--- config.mk ---
export PLATFORM = sky130hd
export DESIGN_NAME = qtd_ctrl
export DESIGN_NICKNAME = d
export VERILOG_FILES = /design/src/qtd_pkg.sv /design/src/qtd_ctrl.sv
export VERILOG_INCLUDE_DIRS = /design/src /design/src/src
export SDC_FILE = /design/constraint.sdc
export NUM_CORES = 1
export LEC_CHECK = 0
export BUFFER_PORTS_ARGS = -buffer_cell sky130_fd_sc_hd__buf_2
export CORE_AREA = 5 5 42 44
export CTS_CLUSTER_DIAMETER = 50
export DETAILED_ROUTE_END_ITERATION = 8
export DIE_AREA = 0 0 47 49
export PLACE_DENSITY_LB_ADDON = 0.12
export SETUP_SLACK_MARGIN = 0.2
export SLEW_MARGIN = 20
export SYNTH_ARGS = -nofsm -noshare
export SYNTH_HDL_FRONTEND = slang
export SYNTH_SLANG_ARGS = --single-unit
--- constraint.sdc ---
create_clock -name clk -period 1.7 [get_ports clk]
set_input_delay 0.17 -clock clk [delete_from_list [all_inputs] [get_ports clk]]
set_output_delay 0.17 -clock clk [all_outputs]
set_load 0.01 [all_outputs]
--- src/quadtree_bitstream_decoder_core_assert.svh ---
// Assertion macros shared by the quadtree decoder RTL.
// Needs nothing else; the including module supplies clock and reset names.
`ifndef QUADTREE_BITSTREAM_DECODER_CORE_ASSERT_SVH
`define QUADTREE_BITSTREAM_DECODER_CORE_ASSERT_SVH
// Consequent must hold in the same cycle as the antecedent.
`define QTD_ASSERT_NOW(label, clk, rst_n, ante, cons, msg) \
	label: assert property (@(posedge clk) disable iff (!rst_n) (ante) |-> (cons)) \
		else $error(msg);
// Consequent must hold in the cycle after the antecedent.
`define QTD_ASSERT_NEXT(label, clk, rst_n, ante, cons, msg) \
	label: assert property (@(posedge clk) disable iff (!rst_n) (ante) |=> (cons)) \
		else $error(msg);
`endif

--- src/qtd_pkg.sv ---
// Shared constants, types and helper functions of the quadtree decoder.
// Depends on nothing; used by qtd_ctrl, qtd_dp and the top level.
package qtd_pkg;
	localparam int MAX_LEVELS  = 6;
	localparam int IDX_W       = 2 * MAX_LEVELS + 1;
	localparam int STORE_DEPTH = ((1 << (2 * (MAX_LEVELS + 1))) - 1) / 3;
	localparam int LVL_W       = 3;

	localparam logic [1:0] ST_OK      = 2'd0;
	localparam logic [1:0] ST_IGNORED = 2'd1;
	localparam logic [1:0] ST_RANGE   = 2'd2;
	localparam logic [1:0] ST_PENDING = 2'd3;

	typedef enum logic [1:0] {
		KIND_MEAN    = 2'd0,
		KIND_ERROR   = 2'd1,
		KIND_UNIFORM = 2'd2
	} qtd_kind_t;

	typedef struct packed {
		logic capture;
		logic dispatch;
		logic par_read;
		logic set_apply;
		logic bit_step;
		logic resp_load;
	} qtd_cmd_t;

	typedef struct packed {
		logic opcode;
		logic tree_done;
		logic read_ok;
		logic settle_go;
		logic set_chain;
		logic bits_zero;
	} qtd_sts_t;

	// Node count of a tree with h+1 levels: ones at every even bit up to 2h.
	function automatic logic [IDX_W-1:0] nodes_up_to(input logic [LVL_W-1:0] h);
		logic [IDX_W-1:0] r;
		r = '0;
		for (int k = 0; k <= MAX_LEVELS; k++) begin
			if (k <= int'(h)) r[2*k] = 1'b1;
		end
		return r;
	endfunction

	function automatic logic [LVL_W-1:0] clamp_levels(input logic [LVL_W-1:0] v);
		logic [LVL_W-1:0] r;
		r = v;
		if (v == '0) r = LVL_W'(1);
		else if (int'(v) > MAX_LEVELS) r = LVL_W'(MAX_LEVELS);
		return r;
	endfunction
endpackage

--- src/qtd_ctrl.sv ---
// Sequencing state machine of the quadtree decoder and the handshakes of all channels.
// Depends on qtd_pkg and quadtree_bitstream_decoder_core_assert.svh.
`include "quadtree_bitstream_decoder_core_assert.svh"
module qtd_ctrl import qtd_pkg::*; (
	input  logic     clk,
	input  logic     arst_n,
	input  logic     in_valid,
	output logic     in_ready,
	output logic     out_valid,
	input  logic     out_ready,
	output logic     cfg_ready,
	output qtd_cmd_t cmd,
	input  qtd_sts_t sts
);
	typedef enum logic [2:0] {
		S_IDLE, S_DISPATCH, S_SETTLE, S_APPLY, S_BIT, S_RD_WAIT, S_RESP
	} state_t;

	state_t state_q;
	logic   out_valid_q;
	logic   out_free;

	assign in_ready  = (state_q == S_IDLE);
	assign cfg_ready = (state_q == S_IDLE);
	assign out_valid = out_valid_q;
	assign out_free  = !out_valid_q || out_ready;

	always_comb begin
		cmd           = '0;
		cmd.capture   = (state_q == S_IDLE) && in_valid;
		cmd.dispatch  = (state_q == S_DISPATCH);
		cmd.par_read  = (state_q == S_SETTLE) && sts.settle_go;
		cmd.set_apply = (state_q == S_APPLY);
		cmd.bit_step  = (state_q == S_BIT) && !sts.tree_done && !sts.bits_zero;
		cmd.resp_load = (state_q == S_RESP) && out_free;
	end

	always_ff @(posedge clk or negedge arst_n) begin
		if (!arst_n) begin
			state_q     <= S_IDLE;
			out_valid_q <= 1'b0;
		end else begin
			if (out_valid_q && out_ready) out_valid_q <= 1'b0;
			case (state_q)
				S_IDLE: begin
					if (in_valid) state_q <= S_DISPATCH;
				end
				S_DISPATCH: begin
					if (sts.opcode) state_q <= sts.read_ok ? S_RD_WAIT : S_RESP;
					else state_q <= sts.tree_done ? S_RESP : S_SETTLE;
				end
				S_SETTLE: begin
					state_q <= sts.settle_go ? S_APPLY : S_BIT;
				end
				S_APPLY: begin
					state_q <= sts.set_chain ? S_SETTLE : S_BIT;
				end
				S_BIT: begin
					state_q <= (sts.tree_done || sts.bits_zero) ? S_RESP : S_SETTLE;
				end
				S_RD_WAIT: begin
					state_q <= S_RESP;
				end
				S_RESP: begin
					if (out_free) begin
						out_valid_q <= 1'b1;
						state_q     <= S_IDLE;
					end
				end
				default: begin
					state_q <= S_IDLE;
				end
			endcase
		end
	end

	`QTD_ASSERT_NEXT(a_accept_dispatch, clk, arst_n, in_valid && in_ready, state_q == S_DISPATCH, "accepted transaction was not dispatched")
	`QTD_ASSERT_NOW(a_bit_pending, clk, arst_n, cmd.bit_step, !sts.tree_done && !sts.bits_zero, "bit consumed with none pending")
	`QTD_ASSERT_NEXT(a_resp_shown, clk, arst_n, cmd.resp_load, out_valid_q && (state_q == S_IDLE), "result not presented")
	`QTD_ASSERT_NOW(a_single_cmd, clk, arst_n, 1'b1, $onehot0({cmd.dispatch, cmd.par_read, cmd.set_apply, cmd.bit_step, cmd.resp_load}), "conflicting datapath commands")
endmodule

# == Word-level counts from Yosys, hierarchy flattened ==
# Index checks and enable logic that the tools add are counted.
# totals
ff_bits,4
input_bits,10
word_cells,35
# classes
eq_ne,8
mux,12
n_reduce_logical,13
# op_table
operator,n
2-to-1 mux 3 bit,7
one-hot mux 3 bit (7 select lines),1
"equality test 3 bit, second input constant",3
"equality test 3 x 2 -> 1 bit, second input constant",2
logical AND 1 bit,6
"!= test 2 bit, second input constant",2
"equality test 3 x 1 -> 1 bit, second input constant",1
zero test 1 bit,3
zero test 3 bit,1
2-to-1 mux 1 bit,3
logical OR 1 bit,2
2-to-1 mux 2 bit,1
AND reduction 2 bit,1

# == Longest topological paths before layout ==
# Gate-level depths: netlist of the first run.
# logic_depth
ltp_word,4
depth_mapped,4
ltp_nobuf,3

# == Worst setup path after synthesis of the first run ==
# No wires, ideal clock.
# synth_timing
path_kind,flip-flop to flip-flop
from,reg state_q[0]
to,reg state_q[2]
setup_ns,0.126
t_arrival_ns,1.161
setup_slack_ns,0.412
stages_incl_launch_ff,4
synth_period_minus_slack_ns,1.288
cell_sequence,dfrtp_1 -> buf_6 -> or3_1 -> a311o_1
# synth_between
elab_chain_len,3
word_cells_on_any_way,11
cone_classes,eq/ne: 8; mux: 1; reduce/logical: 2
# synth_lines
item,line,source
"start, declared",qtd_ctrl.sv:19,state_t state_q;
"start signal, assigned",qtd_ctrl.sv:49,if (sts.opcode) state_q <= sts.read_ok ? S_RD_WAIT : S_RESP;
"start signal, assigned",qtd_ctrl.sv:50,else state_q <= sts.tree_done ? S_RESP : S_SETTLE;
"start signal, assigned",qtd_ctrl.sv:53,state_q <= sts.settle_go ? S_APPLY : S_BIT;
equality test 3 bit / zero test 3 bit (equally long branches),qtd_ctrl.sv:44,case (state_q)
!= test 2 bit (no line),--,
AND reduction 2 bit (no line),--,
# Several ways; a longest one is shown, not always the timed one.
# A chain may end at the register's enable or synchronous reset.

# == Final worst setup path of the first run ==
# Ends and elaborated chain as after synthesis.

==> run summary, run 1 <==
status: finished clean
Slew Viols, Final: 0
number of synthesized flops with an enable pin: 0
Ys Warns: 0
Setup crit start kind: flip-flop
maximum vdd drop: 635.2 uV
fill count: 162
clk root buf: clkbuf_4
drt via density: 4.875
Yosys reg bits: 4
Top FF cell, synth: dfrtp_1
syn_area_per_cell: 8.341 sq um
CORE AREA: 1401 sq um
fin nets: 68
Synth area leaders: dfrtp_1 33%, nand2b_1 6.3%, a2111oi_0 5.8%
RR Startpoint: state_q[0]
GP Congestion: 0.6782
Maximum Capacitance Violations: 0
CP Data Required Time: 1.81 ns
Die Y: 49 microns
Routed Antenna Nets: 0
Worst Path Buf+Inv: 1
diodes inserted: 0
post-synthesis compound-gate area fraction: 24.17%
Slew HR: 71.18%
Worst Skew: 0.0008748 ns
area delta synth->final: 46.67%
die area: 2303 sq um
Post-Syn Nets: 46
GRT overflow: 0
register area share after synthesis: 33.33%
multiplexer area fraction after synthesis: 0%
fin util: 31.43%
Initial DRC Count: 5
Starting Density: 21.43%
Post-Synth Simple-Gate Area: 29.58%
final WL: 868 microns
WL/cell: 12.06 microns
count leader, synth: dfrtp_1
clock sinks: 4
Total GRT Usage: 8.622%
Period minus WS final: 1.435 ns
die span in x: 47 microns
vias in the first global route: 325
number of setup violations in the final report: 0
post-synthesis cell area: 300.3 sq um
Commonest cells post-synth: 4 x dfrtp_1, 3 x nand2b_1, 3 x nor3_1
First-pass DRT Iterations: 2
Pleak: 0.2100 nW
async set-reset flop share out of synthesis: 100.0%
worst slew pin tran: 0.4214 ns
clock-pin slew on the worst setup and hold paths: 0.04 ns
number of I/O port buffers: 18
critical path startpoint: state_q[0]
Worst Setup End Kind: flip-flop
Distinct cells, synth: 22
pin count of the biggest net entering global routing: 13
Mapped Cells: 36
Rows: 14
worst-path maximum fanout: 7
Hold Vio Cnt, Final: 0
PD cells: 1655 nW/um^2
I/O Pins: 19
CTS buffer count: 3
initial antenna violation count: 0
Final Cycle Share: 84.41%
CP delay by family, top: flip-flops
Synth Area in XOR/XNOR: 0%
drt drc: 0
main combinational cell family by area after synthesis: simple AND/OR/NAND/NOR gates
routed via count: 351
Synth top area share: 33.33%
CP cell instances: buf_4, or3_1, a311o_1
Place WS: 0.3724 ns
CTS max path bufs: 2
H-tree depth: 1
Setup TNS: 0 ns
fmax: 696.9 MHz
Adder-Cell Fraction of Synth Area: 0%
Total Power: 0.7289 mW
layout cells sized above 1: 51.79%
dpl hpwl: 647.4 microns
Setup CP Type: flip-flop to flip-flop
Hold WC Path Type: primary input to flip-flop
WP data arrival: 1.55 ns
clock insertion delay at the later pin of the skew report: 0.23 ns
HP Start: sts[3]
Worst path max stage delay: 0.45 ns
post-synth top area cell: dfrtp_1
CTS tree: built
crit path max-delay cell type: dfrtp_2
RSZ-0062 raised after global routing: false
global-route wire length before repair: 1.407 mm
setup slack after layout: 0.2650 ns
==> per-stage QoR <==
stage               area (sq um)  cells  hold WS, ns
floorplan                  300.3     36      -0.1256
global placement           379.1     66     -0.01698
detailed placement         379.1     66     -0.02174
CTS                        411.6     70       0.2412
global route               440.4     72       0.2432
finish                     440.4     72       0.2470
==> logic make-up (layout without fill, tap and decap cells) <==
logic type,after synthesis,after routing
compound gates,10,10
simple gates,16,16
buf+inv,6,26
flops,4,4
==> power breakdown <==
group	internal [mW]	total [mW]	switching, mW
clock network	0.0789	0.117	0.0384
logic	0.181	0.366	0.185
registers	0.147	0.246	0.0989
==> cell type report <==
class | instances | area, sq um | area share, %
inverters | 2 | 10.01 | 2.273
clock buffers | 3 | 22.52 | 5.114
flip-flops and latches | 4 | 103.9 | 23.58
well taps | 16 | 20.02 | 4.545
repair buffers | 21 | 115.1 | 26.14
multi-input cells | 26 | 168.9 | 38.35
==> layout by cell type (no fill, tap or decap) <==
cell	instances
a2111oi_0	2
a211o_1	1
a211oi_1	1
a21oi_1	2
a221oi_1	1
a311o_1	1
buf_2	18
buf_4	2
clkbuf_4	3
dfrtp_1	1
dfrtp_2	3
dlygate4sd3_1	1
inv_1	1
inv_4	1
nand2_1	1
nand2_2	1
nand2b_1	3
nand3_1	1
nor2_1	2
nor2b_1	1
nor3_1	3
nor3b_2	1
nor4_1	1
nor4b_1	1
o21ai_0	2
or3_1	1
==> tightest hold or removal path: stages <==
cell and delay, ns:
buf_2 0.11, nand3_1 0.07, a221oi_1 0.08
==> per-layer routing <==
layer	track usage, %	vias up	part of all wire [%]
li1	-	175	-
met1	9.778	162	42
met2	11.76	12	49
met3	5.166	2	6.2
met4	5.530	0	2.5
met5	0	-	0
==> final timing paths <==
path	depth (start not counted)	slack (ns)	to
min in group asynchronous	2	0.27	state_q[0]
worst min-delay path	3	0.25	state_q[0]
max in group asynchronous	2	1.29	state_q[2]
worst max-delay path	3	0.27	state_q[2]
worst max register to register	3	0.27	state_q[2]
worst min register to register	2	0.54	out_valid
==> timing repair <==
item,in CTS,in global routing
hold buffers,1,0
setup endpoints to repair,2,2
endpoints found under the hold margin,4,0
resized for setup,1,6
setup buffers,0,2
pin swaps,0,1
==> state kept, by name, indices dropped and copies added (netlist names) <==
| name | cells |
|---|---|
| out_valid | 1 |
| state_q | 3 |
Note: power is estimated with default switching activity, not from simulation.
==> run 2: changes to the inputs <==
==> constraint.sdc (replaced) <==
create_clock -name clk -period 1.45 [get_ports clk]
set_input_delay 0.145 -clock clk [delete_from_list [all_inputs] [get_ports clk]]
set_output_delay 0.145 -clock clk [all_outputs]
set_load 0.01 [all_outputs]
==> run 2 against run 1 <==
Sequential share of layout area is 6.0 points lower. Largest power group unchanged. Non-clock buffer count up 8. Critical path depth did not move. Sequential power is 3% higher. First-iteration DRC count rose by 20%. Design area rose by 32%. Utilization increased by 10 points. Critical path type is now flip-flop to output pin. Worst setup slack worse by 0.16 ns.
==> run summary, run 2 (synthesized netlist as in run 1, its figures left out) <==
worst-path maximum fanout: 4
Period minus WS final: 1.340 ns
commonest non-fill, non-tap cells in the layout: 18 x buf_2, 5 x buf_6, 5 x buf_4
RSZ-0062 raised after global routing: true
area post-placement: 394.1 sq um
Slew Viols, Final: 0
worst slew pin tran: 0.3406 ns
status: finished clean
routed via count: 372
layout cells sized above 1: 68.75%
Pleak: 0.2763 nW
number of I/O port buffers: 18
I/O Pins: 19
Setup TNS: 0 ns
Worst Setup End Kind: output pin
Slew HR: 76.71%
CTS tree: built
pin count of the biggest net entering global routing: 11
CORE AREA: 1401 sq um
post-route cell area: 583.1 sq um
final WL: 991 microns
most common cell after layout, fill and taps aside: buf_2
CP Data Required Time: 1.31 ns
clk root buf: clkbuf_4
fin util: 41.61%
dpl hpwl: 672.1 microns
clock insertion delay at the later pin of the skew report: 0.24 ns
fmax: 746.1 MHz
area delta synth->final: 94.17%
WP data arrival: 1.20 ns
Initial DRC Count: 6
max reg flops: 3
clock sinks: 4
PD cells: 2060 nW/um^2
fill count: 151
die span in x: 47 microns
GP Congestion: 0.6850
maximum vdd drop: 870.3 uV
Routed Antenna Nets: 0
Setup crit start kind: flip-flop
drt via density: 4.650
global-route wire length before repair: 1.697 mm
H-tree depth: 1
Die Y: 49 microns
clock-pin slew on the worst setup and hold paths: 0.04 ns
die area: 2303 sq um
CTS max path bufs: 2
Rows: 14
Final Cycle Share: 92.44%
vias in the first global route: 398
First-pass DRT Iterations: 4
Maximum Capacitance Violations: 0
GRT overflow: 0
Most flops, register: state_q
Total GRT Usage: 10.44%
WL/cell: 12.39 microns
Setup CP Type: flip-flop to output pin
drt drc: 0
number of setup violations in the final report: 0
initial antenna violation count: 0
Worst Skew: 0.006339 ns
Hold Vio Cnt, Final: 0
fin nets: 76
Starting Density: 21.43%
Hold WC Path Type: primary input to flip-flop
CTS buffer count: 3
diodes inserted: 0
-- run 2: where the power goes --
| group | switching [mW] | internal, mW |
|---|---|---|
| Combinational | 0.377 | 0.429 |
| Clock | 0.0484 | 0.0927 |
| Sequential | 0.0842 | 0.170 |
-- run 2: worst paths after layout --
kind	from	to	slack (ns)	cells past startpoint
hold / removal	sts[3]	state_q[0]	0.21	3
max in group asynchronous	arst_n	state_q[2]	1.08	2
setup / recovery	state_q[1]	cmd[5]	0.11	3
hold reg to reg	out_valid	out_valid	0.57	2
setup reg to reg	state_q[0]	state_q[2]	0.14	3
min in group asynchronous	arst_n	state_q[0]	0.24	2
-- run 2: cell type report --
type / count / area (sq um) / area share [%]
multi-input combinational: 26 / 236.5 / 40.56
timing repair buffer: 29 / 193.9 / 33.26
sequential: 4 / 102.6 / 17.60
clock buffer: 3 / 22.52 / 3.863
tap: 16 / 20.02 / 3.433
inverter: 2 / 7.507 / 1.288
-- run 2: metal layers --
metal  up-vias  wire, microns  global-route usage (%)
li1        188              -                       -
met1       169            407                   11.73
met2        13            510                   15.38
met3         2             51                   5.535
met4         0             22                   5.530
met5         -              0                       0
-- run 2: repair_timing --
action,4_1_cts,5_1_grt
pin swaps,4,3
endpoints found under the hold margin,4,0
gates resized for setup,15,10
setup endpoints to repair,9,9
buffers inserted,6,2
hold buffers,1,0
-- run 2: per-stage QoR --
step	std cells	hold slack (ns)	worst slack (ns)	power, mW
6_report	80	0.2135	0.1096	1.201
5_1_grt	80	0.2277	0.05757	1.309
4_1_cts	78	0.2168	0.1118	1.090
3_5_place_dp	68	-0.04799	0.2368	0.6903
3_3_place_gp	68	-0.04306	0.1946	0.7052
2_1_floorplan	36	-0.1506	0.2001	0.5729
-- run 2: worst max-delay path, stage by stage (launching register included) --
cell and delay, ns:
dfrtp_2 0.42, buf_6 0.14, nor4b_4 0.22, buf_2 0.16
==> run 3: changes to the inputs <==
==> constraint.sdc (replaced) <==
create_clock -name clk -period 1.2 [get_ports clk]
set_input_delay 0.12 -clock clk [delete_from_list [all_inputs] [get_ports clk]]
set_output_delay 0.12 -clock clk [all_outputs]
set_load 0.01 [all_outputs]
==> run 3 against run 2 <==
The flow now finishes with violations (negative setup slack). Hold slack got worse by 0.031 ns. Clock power increased by 23%. Clock skew decreased by 0.00062 ns. Total power increased by 43%.
==> run summary, run 3 (synthesized netlist as in run 1, its figures left out) <==
status: complete, but fails checks
violated checks: negative setup slack
Maximum Capacitance Violations: 0
Worst Setup End Kind: output pin
clk root buf: clkbuf_4
pin count of the biggest net entering global routing: 7
GRT overflow: 0
vias in the first global route: 424
clock sinks: 4
Setup CP Type: flip-flop to output pin
max reg flops: 3
Total GRT Usage: 11.37%
CTS tree: built
fin util: 47.50%
WP data arrival: 1.21 ns
Setup crit start kind: flip-flop
Worst Skew: 0.005721 ns
die span in x: 47 microns
CORE AREA: 1401 sq um
Slew Viols, Final: 0
CTS max path bufs: 2
worst-path maximum fanout: 4
worst slew pin tran: 0.3392 ns
post-route cell area: 665.6 sq um
drt drc: 0
area delta synth->final: 121.7%
setup slack after layout: -0.1267 ns
Starting Density: 21.43%
Initial DRC Count: 4
Slew HR: 77.33%
fill count: 140
diodes inserted: 0
most common cell after layout, fill and taps aside: buf_2
area post-placement: 436.7 sq um
H-tree depth: 1
number of setup violations in the final report: 9
global-route wire length before repair: 1.807 mm
Rows: 14
Period minus WS final: 1.327 ns
hold_ws: 0.1821 ns
dpl hpwl: 715.1 microns
Hold Vio Cnt, Final: 0
GP Congestion: 0.6855
drt via density: 4.908
Worst Hold Depth: 3
layout cells sized above 1: 83.10%
initial antenna violation count: 0
fmax: 753.8 MHz
Die Y: 49 microns
Hold WC Path Type: primary input to flip-flop
clock-pin slew on the worst setup and hold paths: 0.04 ns
CP Data Required Time: 1.08 ns
Most flops, register: state_q
Final Cycle Share: 110.6%
final WL: 1.190 mm
FF-to-FF path depth: 4
I/O Pins: 19
Total Power: 1.717 mW
maximum vdd drop: 1290 uV
PD cells: 2580 nW/um^2
Routed Antenna Nets: 0
routed via count: 427
fin nets: 83
RSZ-0062 raised after global routing: true
clock insertion delay at the later pin of the skew report: 0.24 ns
die area: 2303 sq um
CTS buffer count: 3
WL/cell: 13.68 microns
number of I/O port buffers: 18
commonest non-fill, non-tap cells in the layout: 18 x buf_2, 13 x buf_4, 4 x buf_6
Pleak: 0.3178 nW
First-pass DRT Iterations: 3
## run 3: path summary, 6_finish.rpt
| kind | start | endpoint | slack (ns) |
|---|---|---|---|
| max | state_q[1] | cmd[1] | -0.13 |
| min | sts[3] | state_q[0] | 0.18 |
| max reg2reg | state_q[2] | state_q[2] | -0.09 |
| min reg2reg | out_valid | out_valid | 0.55 |
| max in group asynchronous | arst_n | state_q[2] | 0.85 |
| min in group asynchronous | arst_n | state_q[0] | 0.21 |
## run 3: metal layers
| metal | up-vias | track usage, % | routed length [microns] |
|---|---|---|---|
| met2 | 13 | 17.65 | 613 |
| met3 | 4 | 5.535 | 74 |
| met1 | 206 | 12.42 | 461 |
| li1 | 204 | - | - |
| met4 | 0 | 5.530 | 40 |
| met5 | - | 0 | 0 |
## run 3: layout make-up
| class | instances | area [sq um] | area share (%) |
|---|---|---|---|
| sequential | 4 | 103.9 | 15.60 |
| tap | 16 | 20.02 | 3.008 |
| timing repair buffer | 36 | 242.7 | 36.47 |
| multi-input combinational | 26 | 269.0 | 40.41 |
| inverter | 2 | 7.507 | 1.128 |
| clock buffer | 3 | 22.52 | 3.383 |
## run 3: worst max-delay path, stage by stage (launching register included)
cell	delay, ns
dfrtp_2	0.45
buf_6	0.15
nor4_2	0.19
buf_2	0.17
## run 3: what timing repair did
action,CTS,global route
setup endpoints to repair,11,11
endpoints found under the hold margin,4,0
pin swaps,2,3
resized for setup,15,17
cloned,0,0
hold buffers,1,0
buffers inserted,4,6
## run 3: metrics by stage
| stage | instances | setup WS, ns | setup TNS (ns) |
|---|---|---|---|
| after floorplan | 36 | 0.007818 | 0 |
| after global placement | 73 | -0.01866 | -0.03315 |
| after detailed placement | 73 | 0.005185 | 0 |
| after CTS | 81 | -0.1282 | -0.7427 |
| after global routing | 87 | -0.1903 | -1.364 |
| final | 87 | -0.1267 | -0.7787 |
## run 3: power breakdown
group	internal [mW]	switching, mW
logic	0.675	0.555
registers	0.208	0.106
clock network	0.112	0.0616
total	0.995	0.722
